`src/tmah_pkg.sv`:
```
// shared types and constants of the thermal monitor
package tmah_pkg;

	localparam int TEMP_W = 12;
	localparam int ADC_W = 16;
	localparam int CODE_W = 12;

	// count saturation and conversion constants
	localparam logic [CODE_W-1:0] ADC_MAX = 12'd4095;
	localparam int PROD_W = 23;
	localparam logic [PROD_W-1:0] SPAN_TENTHS = 23'd1650;
	localparam logic [PROD_W-1:0] ROUND_HALF = 23'd2047;

	// floor(v / 4095) as (v * RECIP) >> RECIP_SHIFT, exact for v below 2**23
	localparam int RECIP_W = 24;
	localparam logic [RECIP_W-1:0] RECIP = 24'd8390657;
	localparam int RECIP_SHIFT = 35;
	localparam int FULL_W = PROD_W + RECIP_W;

	localparam logic signed [TEMP_W-1:0] TEMP_MIN = -12'sd400;

	// configuration port
	localparam int APB_ADDR_W = 3;
	localparam int APB_DATA_W = 32;
	localparam logic signed [TEMP_W-1:0] THR_HIGH_RST = 12'sd850;
	localparam logic signed [TEMP_W-1:0] THR_LOW_RST = 12'sd800;

	typedef enum logic {
		REG_THR_HIGH = 1'b0,
		REG_THR_LOW  = 1'b1
	} reg_idx_t;

	typedef logic signed [TEMP_W-1:0] temp_t;

	// one slot of the sample window
	typedef struct packed {
		logic  valid;
		temp_t sample;
	} cell_t;

endpackage

```
`src/thermal_monitor_avg_hysteresis.sv`:
```
// top level: count conversion, moving-average window and hysteresis alarm
//
// usage
//  - s_axis carries one raw converter count per item (adc_sample in tdata)
//  - m_axis returns one item per input item: the converted temperature, a flag
//    that the window was full, the window average and the alarm state
//  - thresholds are set through the apb port: high at 0x0, low at 0x4; the user
//    writes them only while no item is in flight, the block does not enforce it
//  - one item per cycle is sustained while m_tready stays high, the per-stage
//    ready chain letting new items in while finished items wait at the output
//    register
//  - the window is a chain of WINDOW_LEN cells that shifts once per item; the
//    running sum loop (subtract the oldest cell, add the newest) sets the rate
//  - the average is a reciprocal multiply over one stage, hysteresis and
//    output register in the next
//  - reset empties the window, clears the sum, sets the alarm to safe and
//    returns the thresholds to 850 and 800
//  - while m_tready is low the pipeline fills up and then drops s_tready;
//    nothing is lost or repeated
module thermal_monitor_avg_hysteresis
	import tmah_pkg::*;
#(
	parameter int WINDOW_LEN = 5
) (
	input  logic                  clk,
	input  logic                  arst_n,
	// apb configuration port
	input  logic                  psel,
	input  logic                  penable,
	input  logic                  pwrite,
	input  logic [APB_ADDR_W-1:0] paddr,
	input  logic [APB_DATA_W-1:0] pwdata,
	output logic [APB_DATA_W-1:0] prdata,
	output logic                  pready,
	// input stream
	input  logic                  s_tvalid,
	output logic                  s_tready,
	input  logic [15:0]           s_tdata,  // [15:0] adc_sample
	// result stream
	output logic                  m_tvalid,
	input  logic                  m_tready,
	// [11:0] temp_tenths, [12] avg_valid, [24:13] avg_tenths, [25] unsafe, rest zero
	output logic [31:0]           m_tdata
);

	localparam int CLOG_W = $clog2(WINDOW_LEN);
	// sum of WINDOW_LEN 12-bit signed samples
	localparam int SUM_W = TEMP_W + CLOG_W;
	// reciprocal of WINDOW_LEN, exact for magnitudes below 2**SUM_W
	localparam int DIV_S = SUM_W + CLOG_W;
	localparam longint DIV_M_L = ((64'sd1 <<< DIV_S) + WINDOW_LEN - 1) / WINDOW_LEN;
	localparam int DIV_M_W = $clog2(DIV_M_L + 1);
	localparam logic [DIV_M_W-1:0] DIV_M = DIV_M_W'(DIV_M_L);
	localparam int DPROD_W = SUM_W + DIV_M_W;

	// configuration registers
	temp_t thr_high_q;
	temp_t thr_low_q;
	logic  cfg_wr;

	assign pready = 1'b1;
	assign cfg_wr = psel && penable && pwrite;

	always_ff @(posedge clk or negedge arst_n) begin
		if (!arst_n) begin
			thr_high_q <= THR_HIGH_RST;
			thr_low_q <= THR_LOW_RST;
		end else if (cfg_wr) begin
			case (reg_idx_t'(paddr[2]))
				REG_THR_HIGH: thr_high_q <= pwdata[TEMP_W-1:0];
				REG_THR_LOW:  thr_low_q <= pwdata[TEMP_W-1:0];
				default: ;
			endcase
		end
	end

	always_comb begin
		case (reg_idx_t'(paddr[2]))
			REG_THR_HIGH: prdata = APB_DATA_W'(thr_high_q);
			REG_THR_LOW:  prdata = APB_DATA_W'(thr_low_q);
			default:      prdata = '0;
		endcase
	end

	// conversion, stages 1 and 2
	logic  conv_valid;
	logic  conv_ready;
	temp_t conv_temp;

	tmah_conv u_conv (
		.clk       (clk),
		.arst_n    (arst_n),
		.in_valid  (s_tvalid),
		.in_ready  (s_tready),
		.sample    (s_tdata[ADC_W-1:0]),
		.out_valid (conv_valid),
		.out_ready (conv_ready),
		.temp      (conv_temp)
	);

	// stage 3: window shift and running sum
	logic                    vld_s3;
	logic                    vld_s4;
	logic                    vld_s5;
	logic                    rdy_s3;
	logic                    rdy_s4;
	logic                    rdy_s5;
	logic                    load_s3;
	logic                    load_s4;
	logic                    load_s5;
	logic signed [SUM_W-1:0] sum_q;
	temp_t                   temp_s3;
	logic                    avgv_s3;
	cell_t                   chain [WINDOW_LEN+1];
	cell_t                   oldest;
	logic signed [SUM_W-1:0] drop;

	assign rdy_s5 = !vld_s5 || m_tready;
	assign rdy_s4 = !vld_s4 || rdy_s5;
	assign rdy_s3 = !vld_s3 || rdy_s4;
	assign conv_ready = rdy_s3;
	assign load_s3 = conv_valid && rdy_s3;
	assign load_s4 = vld_s3 && rdy_s4;
	assign load_s5 = vld_s4 && rdy_s5;

	// newest sample enters at the head, the oldest leaves at the tail
	assign chain[0] = '{valid: 1'b1, sample: conv_temp};

	for (genvar i = 0; i < WINDOW_LEN; i++) begin : g_cell
		tmah_cell u_cell (
			.clk      (clk),
			.arst_n   (arst_n),
			.shift_en (load_s3),
			.d        (chain[i]),
			.q        (chain[i+1])
		);
	end

	assign oldest = chain[WINDOW_LEN];
	// an empty slot holds zero in the window's sum
	assign drop = oldest.valid ? SUM_W'(oldest.sample) : '0;

	always_ff @(posedge clk or negedge arst_n) begin
		if (!arst_n) begin
			sum_q <= '0;
			vld_s3 <= 1'b0;
			vld_s4 <= 1'b0;
			vld_s5 <= 1'b0;
		end else begin
			if (load_s3) begin
				sum_q <= sum_q - drop + SUM_W'(conv_temp);
			end
			if (rdy_s3) begin
				vld_s3 <= conv_valid;
			end
			if (rdy_s4) begin
				vld_s4 <= vld_s3;
			end
			if (rdy_s5) begin
				vld_s5 <= vld_s4;
			end
		end
	end

	always_ff @(posedge clk) begin
		if (load_s3) begin
			temp_s3 <= conv_temp;
			// the window was full when the leaving slot held a sample
			avgv_s3 <= oldest.valid;
		end
	end

	// stage 4: magnitude times reciprocal of the window length
	logic [SUM_W-1:0]   mag;
	logic [DPROD_W-1:0] prod_s4;
	logic               neg_s4;
	logic               avgv_s4;
	temp_t              temp_s4;

	assign mag = sum_q[SUM_W-1] ? SUM_W'(-sum_q) : SUM_W'(sum_q);

	always_ff @(posedge clk) begin
		if (load_s4) begin
			prod_s4 <= DPROD_W'(mag) * DPROD_W'(DIV_M);
			neg_s4 <= sum_q[SUM_W-1];
			avgv_s4 <= avgv_s3;
			temp_s4 <= temp_s3;
		end
	end

	// stage 5: signed average, hysteresis and output register
	logic [TEMP_W-1:0] quot;
	temp_t             avg;
	logic              alarm_q;
	logic              alarm_nxt;
	temp_t             temp_s5;
	temp_t             avg_s5;
	logic              avgv_s5;

	assign quot = prod_s4[DIV_S +: TEMP_W];

	always_comb begin
		// truncation toward zero
		if (!avgv_s4) begin
			avg = '0;
		end else if (neg_s4) begin
			avg = -$signed(quot);
		end else begin
			avg = $signed(quot);
		end
		alarm_nxt = alarm_q;
		if (avgv_s4) begin
			if (!alarm_q && (avg >= thr_high_q)) begin
				alarm_nxt = 1'b1;
			end else if (alarm_q && (avg <= thr_low_q)) begin
				alarm_nxt = 1'b0;
			end
		end
	end

	always_ff @(posedge clk or negedge arst_n) begin
		if (!arst_n) begin
			alarm_q <= 1'b0;
		end else if (load_s5) begin
			alarm_q <= alarm_nxt;
		end
	end

	always_ff @(posedge clk) begin
		if (load_s5) begin
			temp_s5 <= temp_s4;
			avg_s5 <= avg;
			avgv_s5 <= avgv_s4;
		end
	end

	assign m_tvalid = vld_s5;
	assign m_tdata = {6'd0, alarm_q, avg_s5, avgv_s5, temp_s5};

endmodule

```
`src/tmah_cell.sv`:
```
// one slot of the sample window, shifting toward the oldest end
module tmah_cell
	import tmah_pkg::*;
(
	input  logic  clk,
	input  logic  arst_n,
	input  logic  shift_en,
	input  cell_t d,
	output cell_t q
);

	logic  valid_q;
	temp_t sample_q;

	always_ff @(posedge clk or negedge arst_n) begin
		if (!arst_n) begin
			valid_q <= 1'b0;
		end else if (shift_en) begin
			valid_q <= d.valid;
		end
	end

	always_ff @(posedge clk) begin
		if (shift_en) begin
			sample_q <= d.sample;
		end
	end

	assign q = '{valid: valid_q, sample: sample_q};

endmodule

```
`src/tmah_conv.sv`:
```
// two-stage converter from raw counts to tenths of a degree
module tmah_conv
	import tmah_pkg::*;
(
	input  logic             clk,
	input  logic             arst_n,
	input  logic             in_valid,
	output logic             in_ready,
	input  logic [ADC_W-1:0] sample,
	output logic             out_valid,
	input  logic             out_ready,
	output temp_t            temp
);

	logic              vld_s1;
	logic              vld_s2;
	logic [PROD_W-1:0] prod_s1;
	temp_t             temp_s2;

	logic              rdy_s1;
	logic              rdy_s2;
	logic [CODE_W-1:0] code;
	logic [FULL_W-1:0] full;
	logic [TEMP_W-1:0] quot;

	assign rdy_s2 = !vld_s2 || out_ready;
	assign rdy_s1 = !vld_s1 || rdy_s2;
	assign in_ready = rdy_s1;

	// saturate, scale, add half the divisor for rounding
	assign code = (|sample[ADC_W-1:CODE_W]) ? ADC_MAX : sample[CODE_W-1:0];

	// quotient never exceeds 1650, so the result stays inside -400..1250
	assign full = FULL_W'(prod_s1) * FULL_W'(RECIP);
	assign quot = full[RECIP_SHIFT +: TEMP_W];

	always_ff @(posedge clk or negedge arst_n) begin
		if (!arst_n) begin
			vld_s1 <= 1'b0;
			vld_s2 <= 1'b0;
		end else begin
			if (rdy_s1) begin
				vld_s1 <= in_valid;
			end
			if (rdy_s2) begin
				vld_s2 <= vld_s1;
			end
		end
	end

	always_ff @(posedge clk) begin
		if (in_valid && rdy_s1) begin
			prod_s1 <= PROD_W'(code) * SPAN_TENTHS + ROUND_HALF;
		end
		if (vld_s1 && rdy_s2) begin
			temp_s2 <= $signed(quot) + TEMP_MIN;
		end
	end

	assign out_valid = vld_s2;
	assign temp = temp_s2;

endmodule

```
`config.mk`:
```
export PLATFORM = sky130hd
export DESIGN_NAME = thermal_monitor_avg_hysteresis
export DESIGN_NICKNAME = d
export VERILOG_FILES = /design/src/tmah_pkg.sv /design/src/thermal_monitor_avg_hysteresis.sv /design/src/tmah_cell.sv /design/src/tmah_conv.sv
export SDC_FILE = /design/constraint.sdc
export NUM_CORES = 1
export LEC_CHECK = 0
export ABC_AREA = 1
export BUFFER_PORTS_ARGS = -buffer_cell sky130_fd_sc_hd__buf_4
export CAP_MARGIN = 10
export CORE_MARGIN = 5
export CORE_UTILIZATION = 50
export CTS_BUF_LIST = sky130_fd_sc_hd__clkbuf_16
export CTS_CLUSTER_SIZE = 30
export DETAILED_ROUTE_END_ITERATION = 10
export PLACE_DENSITY = 0.69
export REMOVE_ABC_BUFFERS = 1
export SLEW_MARGIN = 0
export SYNTH_ARGS = -nofsm -noshare
export SYNTH_HDL_FRONTEND = slang
export SYNTH_SLANG_ARGS = --single-unit
```
`constraint.sdc`:
```
create_clock -name clk -period 9.4 [get_ports clk]
set_clock_uncertainty 0.1 [all_clocks]
set_input_delay 1.41 -clock clk [delete_from_list [all_inputs] [get_ports clk]]
set_output_delay 1.41 -clock clk [all_outputs]
set_load 0.03 [all_outputs]
```
---- Yosys cells after proc, flatten, opt, wreduce, memory -nomap -nowiden ----
Cells that the tools add are included.
word-level totals
  output and inout bits ................... 67
  logic and storage cells ................. 74
  flip-flop bits (word level) ............. 215
  input bits .............................. 58
operators by class
  add/subtract/negate cells ............... 6
  multiply operators ...................... 3
  muxes and demuxes ....................... 8
  bitwise operators ....................... 1
  order comparisons ....................... 2
  reductions and logical operators ........ 25
operator list
  kind                                                                    count
  32-bit case mux with 2 select lines                                     1
  23-bit by 24-bit multiplier with 47-bit output (second input constant)  1
  12-bit two-way mux                                                      3
  15-bit by 16-bit multiplier with 30-bit output (second input constant)  1
  15-bit two-way mux                                                      2
  23-bit by 11-bit adder with 23-bit output (second input constant)       1
  12-bit by 10-bit multiplier with 22-bit output (second input constant)  1
  15-bit by 12-bit adder with 15-bit output                               1
  15-bit negation                                                         1
  15-bit subtractor                                                       1
  12-bit by 10-bit adder with 12-bit output (second input constant)       1
  12-bit greater-or-equal comparator                                      1
  12-bit <= comparator                                                    1
  12-bit negation                                                         1
  1-bit logical AND                                                       9
  1-bit logical NOT                                                       6
  1-bit logical OR                                                        5
  2-bit AND reduction                                                     2
  4-bit OR reduction                                                      1
  3-bit AND reduction                                                     1
  1-bit two-way mux                                                       2
  2-bit nonzero test                                                      1
  1-bit inverter                                                          1

---- Depth between registers and ports, before layout ----
Gate-level depths: netlist of run 1.
  depth after elaboration ................. 7
  mapped depth ............................ 32
  depth with buffers taken out ............ 32

---- By module ----
Synthesis of run 1 repeated with hierarchy kept, for this count alone.
unflattened totals
  cell total of the unflattened synthesis .. 2322
  area, all modules ....................... 19711.4 um^2
by module, submodules not included
  module                          seq. area each (um^2)  area an instance (um^2)  instances  cells each
  thermal_monitor_avg_hysteresis  3007.9                 10521.3                  1          1247
  tmah_conv                       1071.0                 7150.6                   1          985
  tmah_cell                       385.4                  407.9                    5          18

---- Least setup slack after synthesis of run 1 ----
No wires, ideal clock.
  path type ............................... input to register
  from .................................... input s_tdata[13]
  to ...................................... register u_conv.prod_s1[21], data pin
  required time ........................... 9051 ps
  path buffers ............................ 1
  stages .................................. 26
  arrival ................................. 6064 ps
  setup slack ............................. 2987 ps
  setup time .............................. 249 ps
  cell sequence ........................... nor2_1 nand2_1 buf_2 nor2_1 inv_1 ha_1 inv_1 fa_1 inv_1 fa_1 fa_1 inv_1 fa_1 inv_1 ha_1 nand2_1 nor2_1 nand3_1 nand3_1 nand2_1 nand2_1 nand2_1 nor3_2 nand4_1 nand2_1 inv_1
on the way
  word-level cells in the longest chain between the ends .. 4
RTL lines
  what                                            RTL line                              text
  start, declared                                 thermal_monitor_avg_hysteresis.sv:38  input logic [15:0] s_tdata,
  4-bit OR reduction                              tmah_conv.sv:31                       assign code = (|sample[ADC_W-1:CODE_W]) ? ADC_MAX : sample[CODE_W-1:0];
  12-bit two-way mux                              tmah_conv.sv:31
  12-bit by 10-bit multiplier with 22-bit output  tmah_conv.sv:53                       prod_s1 <= PROD_W'(code) * SPAN_TENTHS + ROUND_HALF;
  23-bit by 11-bit adder with 23-bit output       tmah_conv.sv:53
  end signal, assigned                            tmah_conv.sv:53
  end, declared                                   tmah_conv.sv:17                       logic [PROD_W-1:0] prod_s1;
Every way passes these cells.
A chain may end at the register's enable or synchronous reset.

---- Worst setup path in the final report of run 1 ----
Same ends and word-level chain as after synthesis.

==> results of run 1 <==
==> sequential cells by signal, summed over array words and instances (netlist names), 5 cells and up <==
name	count
u_conv.prod_s1	22
u_conv.temp	12
temp_s4	12
sum_q	15
g_cell.u_cell.sample_q	60
thr_high_q	12
thr_low_q	12
prod_s4	12
g_cell.u_cell.valid_q	5
temp_s5	12
avg_s5	12
==> final cells by class <==
type,instances,area share [%]
clock buffers,17,2.05
multi-input cells,1537,54.6
well taps,511,3.08
clock inverters,15,0.916
inverters,471,8.52
repair buffers,100,3.65
flip-flops and latches,196,27.2
==> cell families (layout without fill, tap and decap cells) <==
group	after synthesis	count (layout)	synth area share (%)
fa+ha+maj	404	404	30.5
buf+inv	515	603	10.8
xor+xnor	66	66	3.46
other cells	2	7	0.0395
flops	196	196	29.7
compound gates	237	237	6.84
simple gates	823	823	18.6
==> worst max path at each step <==
stage / startpoint / end / slack, ns / cells after the start
6_report: s_tdata[13] / u_conv.prod_s1[21] / 2.67 / 26
5_1_grt: s_tdata[13] / u_conv.prod_s1[19] / 2.18 / 28
4_1_cts: sum_q[0] / prod_s4[21] / 2.64 / 23
3_5_place_dp: s_tdata[13] / u_conv.prod_s1[21] / 2.21 / 26
3_3_place_gp: s_tdata[13] / u_conv.prod_s1[21] / 2.26 / 26
2_1_floorplan: paddr[2] / prdata[11] / -6.41 / 1
==> worst max-delay path, stage by stage <==
cell	delay [ns]
buf_4	0.11
nor2_1	0.09
nand2_1	0.31
nor2_1	0.39
inv_1	0.15
ha_1	0.30
inv_1	0.08
fa_1	0.54
inv_1	0.05
fa_1	0.51
fa_1	0.55
inv_1	0.06
fa_1	0.50
inv_1	0.04
ha_1	0.35
nand2_1	0.11
nor2_1	0.23
nand3_1	0.14
nand3_1	0.11
nand2_1	0.05
nand2_1	0.12
nand2_1	0.13
nor3_2	0.27
nand4_1	0.11
nand2_1	0.08
inv_1	0.05
==> cell usage in the layout (no fill, tap or decap), types with 17 or more instances in the layout <==
master	n
xor2_1	40
fa_1	99
o21ai_0	97
nand4_1	26
clkbuf_16	17
ha_1	305
dfrtp_1	42
xnor2_1	20
nand3_1	86
a21oi_1	89
edfxtp_1	146
nor3_1	30
buf_4	99
inv_1	465
nand2_1	480
nor2_1	143
==> metrics by stage <==
stage	setup slack [ns]	utilization [%]	instance area [um2]
2_1_floorplan	-6.41	-	18700
3_3_place_gp	2.26	53.6	20100
3_5_place_dp	2.21	53.6	20100
4_1_cts	2.64	55.2	20700
5_1_grt	2.18	55.2	20800
6_report	2.67	55.2	20800
==> routing by layer <==
| metal | vias up | routed length [um] |
|---|---|---|
| met1 | 6825 | 18500 |
| li1 | 7340 | - |
| met5 | - | 0 |
| met3 | 81 | 1720 |
| met4 | 0 | 1200 |
| met2 | 327 | 20800 |
==> impl_metrics.tcl, run 1 <==
set metrics [dict create \
    grt.busiest_layer "met2" \
    drt-vias-per-instance 5.12 \
    yosysTopAreaCellShare_pct 23.1 \
    grt_pass1_vias 14500 \
    h-tree-depth 4 \
    tritoncts_clock_tree "done" \
    gr-total-overflow 0 \
    min_period_ns 6.73 \
    fin_nets 2785 \
    register_area_mm2 0.00565 \
    synth_top_cells_by_area "edfxtp_1, ha_1, fa_1" \
    setup_tns_ns 0 \
    detail_route.wl_per_cell_um 14.8 \
    fmax_mhz 149 \
    routed_wl_mm 42.2 \
    hold-path-cell-count 0 \
    layout-area-overhead-vs-synth_pct 9.21 \
    tightestPinTransition_ns 1.06 \
    met3_global_route_usage_pct 2.80 \
    rrSetupSlack_ns 2.69 \
    synthesis.yosys.warnings 0 \
    gp_congestion 0.925 \
    startpoint_class_of_the_critical_path "input pin" \
    grt_first_pass_wirelength_mm 69.7 \
    finalHoldViolCount 0 \
    chipHeight_um 205 \
    endpoint_kind "flop" \
    final_cell_count_without_fillers 2847 \
    gr-usage-met2_pct 36.6 \
    synth_enable_flop_cells 146 \
    clock_latency_ns 0.44 \
    ioPinCount 125 \
    drt_iter0_drc 847 \
    largest_driver_fanout_on_the_critical_path 13 \
    area_used_by_multi_input_combinational_logic_mm2 0.0113 \
    max-slew-margin-rel_pct 29.4 \
    cts-hold-fix-buffers 0 \
    numCtsBuffers 17 \
    finalMaxSlewViolations 0 \
    share_of_final_layout_standard_cells_stronger_than_drive_strength_1_pct 7.79 \
    r2r-end "prod_s4[21]" \
    mappedNetlistArea_mm2 0.0190 \
    whs_ns 0.317 \
    ctsRootBufferMaster "clkbuf_16" \
    cts_setup_buffers 0 \
    launch_point_of_the_worst_reg_to_reg_path "sum_q[14]" \
    cts_repair_resize_count 0 \
    hold_ep "temp_s5[6]" \
    setup_viol 0 \
    cts.reportedPaths.clkPinSlew_ns 0.08 \
    port_buffers 95 \
    maximum_number_of_pins_on_one_net_before_global_route_repair 61 \
    die_width_um 205 \
    run_status "finished clean" \
    antenna_found_initial 0 \
    grt_util_overall_pct 20.5 \
    dp.final_hpwl_mm 35.5 \
    grt.met1_usage_pct 25.8 \
    synth_top_flop_cell "edfxtp_1" \
    drtPass1Iterations 5 \
    yosys.cell_types.count 53 \
    drc_errors 0 \
    period_share_pct 71.6 \
    ant_nets 0 \
    critical_path_arrival_ns 6.83 \
    synth_seq_cells 196 \
    min-delay-start "temp_s4[6]" \
    worstPathRequired_ns 9.50 \
    clockBufferDepth 2 \
    holdCritPathClass "flop to flop" \
    dp_cells 2814 \
    clock-sinks 196 \
    synthTopCellsByCount "nand2_1, inv_1, ha_1, edfxtp_1, nor2_1" \
    worst-r2r-cell-count 19 \
    max_cap_violations 0 \
    syn_area_per_cell_um2 8.47 \
    antennaDiodeCount 0 \
    fillCellCount 3396 \
    syn_inst 2243 \
    critical_path_class "input pin to flop" \
    ys_seq_area_share_pct 29.7 \
    rsz_0062_raised_after_global_routing "no" \
    std_cell_rows 71 \
    synth_area_leader_cell "edfxtp_1" \
    initial_utilization_pct 50.6 \
    num_vias 14600 \
    async_flop_share_pct 25.5 \
    dieArea_mm2 0.0420 \
    synth.most_common_cell "nand2_1" \
    area_inside_the_core_boundary_mm2 0.0376 \
]
Power of run 1 is not shown: default switching activity piles up to over one toggle a cycle in this logic, so the estimate is an artifact.
==> inputs of run 2 (changes only) <==
--- a/config.mk
+++ b/config.mk
@@ -5,7 +5,7 @@
 export SDC_FILE = /design/constraint.sdc
 export NUM_CORES = 1
 export LEC_CHECK = 0
-export ABC_AREA = 1
+export ABC_AREA = 0
 export BUFFER_PORTS_ARGS = -buffer_cell sky130_fd_sc_hd__buf_4
 export CAP_MARGIN = 10
 export CORE_MARGIN = 5
@@ -13,7 +13,7 @@
 export CTS_BUF_LIST = sky130_fd_sc_hd__clkbuf_16
 export CTS_CLUSTER_SIZE = 30
 export DETAILED_ROUTE_END_ITERATION = 10
-export PLACE_DENSITY = 0.69
+export PLACE_DENSITY = 0.72
 export REMOVE_ABC_BUFFERS = 1
 export SLEW_MARGIN = 0
 export SYNTH_ARGS = -nofsm -noshare
==> constraint.sdc (replaced) <==
create_clock -name clk -period 5.8 [get_ports clk]
set_clock_uncertainty 0.1 [all_clocks]
set_input_delay 0.87 -clock clk [delete_from_list [all_inputs] [get_ports clk]]
set_output_delay 0.87 -clock clk [all_outputs]
set_load 0.03 [all_outputs]
==> impl_metrics.tcl, run 2 <==
set metrics [dict create \
    num_vias 12400 \
    die_width_um 194 \
    period_share_pct 116 \
    initial_utilization_pct 50.7 \
    synth_seq_cells 196 \
    post_layout_utilization_of_the_core_pct 65.4 \
    port_buffers 95 \
    register_area_mm2 0.00565 \
    synthesis.yosys.warnings 0 \
    numCtsBuffers 17 \
    top_regs "g_cell.u_cell.sample_q: 60 flops, u_conv.prod_s1: 22 flops, sum_q: 15 flops" \
    drt-vias-per-instance 5.23 \
    max_cap_violations 0 \
    antennaDiodeCount 0 \
    antenna_found_initial 0 \
    critical_path_arrival_ns 6.83 \
    ant_nets 0 \
    finalMaxSlewViolations 0 \
    critical_path_class "flop to flop" \
    endpoint_kind "flop" \
    registers.top_by_ff_count "g_cell.u_cell.sample_q" \
    clock_latency_ns 0.46 \
    rsz_0062_raised_after_global_routing "yes" \
    routed_wl_mm 40.2 \
    mappedNetlistArea_mm2 0.0170 \
    grt_pass1_vias 13300 \
    gr-total-overflow 0 \
    layout-area-overhead-vs-synth_pct 28.9 \
    most_common_cell_after_layout_fill_and_taps_aside "buf_4" \
    maximum_number_of_pins_on_one_net_before_global_route_repair 51 \
    fin_ws_ns -0.917 \
    synth_top_flop_cell "edfxtp_1" \
    share_of_final_layout_standard_cells_stronger_than_drive_strength_1_pct 32.5 \
    drt_iter0_drc 530 \
    ctsRootBufferMaster "clkbuf_16" \
    yosysTopAreaCellShare_pct 25.8 \
    fmax_mhz 149 \
    worstPathRequired_ns 5.91 \
    detail_route.wl_per_cell_um 16.9 \
    ioPinCount 125 \
    startpoint_class_of_the_critical_path "flop" \
    tightestPinTransition_ns 1.04 \
    h-tree-depth 4 \
    tritoncts_clock_tree "done" \
    ys_seq_area_share_pct 33.2 \
    area_used_by_multi_input_combinational_logic_mm2 0.0111 \
    failed_checks "negative setup slack" \
    synth_area_leader_cell "edfxtp_1" \
    chipHeight_um 194 \
    area_inside_the_core_boundary_mm2 0.0335 \
    largest_driver_fanout_on_the_critical_path 3 \
    max-slew-margin-rel_pct 30.9 \
    grt_util_overall_pct 21.0 \
    clock-sinks 196 \
    yosys.cell_types.count 77 \
    drtPass1Iterations 5 \
    clockBufferDepth 2 \
    std_cell_rows 67 \
    dp.final_hpwl_mm 30.6 \
    min_period_ns 6.72 \
    cts.reportedPaths.clkPinSlew_ns 0.08 \
    largest_register_ff_count 60 \
    fin_nets 2374 \
    synth.most_common_cell "ha_1" \
    gp_congestion 0.921 \
    finalHoldViolCount 0 \
    layout_common_cells "buf_4, ha_1, inv_1" \
    syn_area_per_cell_um2 10.9 \
    synthTopCellsByCount "ha_1, inv_1, edfxtp_1, fa_1, xnor2_1" \
    grt_first_pass_wirelength_mm 65.1 \
    dieArea_mm2 0.0378 \
    async_flop_share_pct 25.5 \
    setup_viol 23 \
    run_status "finished with violations" \
    syn_inst 1558 \
    fillCellCount 2432 \
    synth_top_cells_by_area "edfxtp_1, ha_1, fa_1" \
    holdCritPathClass "flop to flop" \
    synth_enable_flop_cells 146 \
    drc_errors 0 \
]
[run 2: cell types whose count changed after synthesis, sizes merged, moves of 24 or more]
| cell | previous run | this run |
|---|---|---|
| xnor2 | 20 | 83 |
| nor2 | 154 | 39 |
| a21o | 6 | 30 |
| inv | 470 | 274 |
| nand3 | 89 | 20 |
| nand2 | 489 | 75 |
| mux2 | 0 | 29 |
| a21oi | 89 | 45 |
| o21ai | 99 | 55 |
[run 2: area by class of cell]
cell class / count / share of cell area [%]
clock buffers: 17 / 1.94
clock inverters: 15 / 0.873
inverters: 274 / 4.73
multi-input cells: 1043 / 50.5
flip-flops and latches: 196 / 25.8
well taps: 448 / 2.56
repair buffers: 380 / 13.6
[run 2: worst paths after layout]
kind	depth (start not counted)	slack [ns]	startpoint	end
max in group asynchronous	1	4.80	arst_n	u_conv.out_valid
min in group asynchronous	1	0.35	arst_n	thr_low_q[7]
min	0	0.32	g_cell[1].u_cell.sample_q[11]	g_cell[2].u_cell.sample_q[11]
min reg2reg	0	0.32	g_cell[1].u_cell.sample_q[11]	g_cell[2].u_cell.sample_q[11]
max reg2reg	27	-0.92	sum_q[5]	prod_s4[29]
max	27	-0.92	sum_q[5]	prod_s4[29]
[run 2: metrics by stage]
step | cells | setup TNS (ns) | hold slack [ns] | area, um2 | setup slack (ns)
after detailed placement | 2301 | -28.30 | 0.305 | 19800 | -1.69
after floorplan | 1513 | -206.14 | 0.300 | 16700 | -8.91
after CTS | 2358 | -8.26 | 0.324 | 21600 | -0.771
final | 2373 | -11.56 | 0.321 | 21900 | -0.917
after global routing | 2373 | -16.42 | 0.330 | 21900 | -1.17
after global placement | 2301 | -26.29 | 0.301 | 19800 | -1.51
[run 2: cell families (layout without fill, tap and decap cells)]
group / after synthesis / in the layout / synth area share (%)
AOI/OAI and AO/OA: 228 / 228 / 9.06
xor gates and xnor gates: 107 / 107 / 5.51
adders and majority gates: 404 / 404 / 34.1
buffers and inverters: 324 / 686 / 7.89
DFF: 196 / 196 / 33.2
muxes: 33 / 33 / 2.16
other: 2 / 7 / 0.0442
and+or+nand+nor: 264 / 264 / 8.06
[run 2: worst max-delay path, cell delays in order, from the launching register on]
cell	delay, ns
dfrtp_1	0.40
nor3_2	0.24
nand3_2	0.14
nor2_2	0.13
nand2_2	0.09
o31a_1	0.32
xnor2_1	0.16
buf_4	0.15
inv_2	0.04
ha_4	0.15
ha_4	0.27
a21o_1	0.22
fa_1	0.53
fa_1	0.45
fa_1	0.52
inv_2	0.05
fa_1	0.52
inv_2	0.05
ha_4	0.22
o211ai_1	0.17
a21oi_2	0.07
a211oi_2	0.29
o31ai_4	0.14
a221o_1	0.40
a311oi_2	0.28
buf_4	0.16
o21ba_4	0.15
xnor2_2	0.05
[run 2: per-layer routing]
| metal | up-vias | wire, um | global-route usage, % |
|---|---|---|---|
| li1 | 6028 | - | - |
| met1 | 6072 | 16700 | 25.6 |
| met2 | 242 | 21100 | 38.5 |
| met3 | 79 | 1180 | 2.94 |
| met4 | 0 | 1220 | 6.74 |
| met5 | - | 0 | 0 |
[run 2: timing repair]
action,in CTS,in global routing
pin swaps,106,44
gates resized for setup,168,63
setup endpoints to repair,25,23
setup buffers,29,19
hold buffers,0,0
Power of run 2 is left out for the same reason.
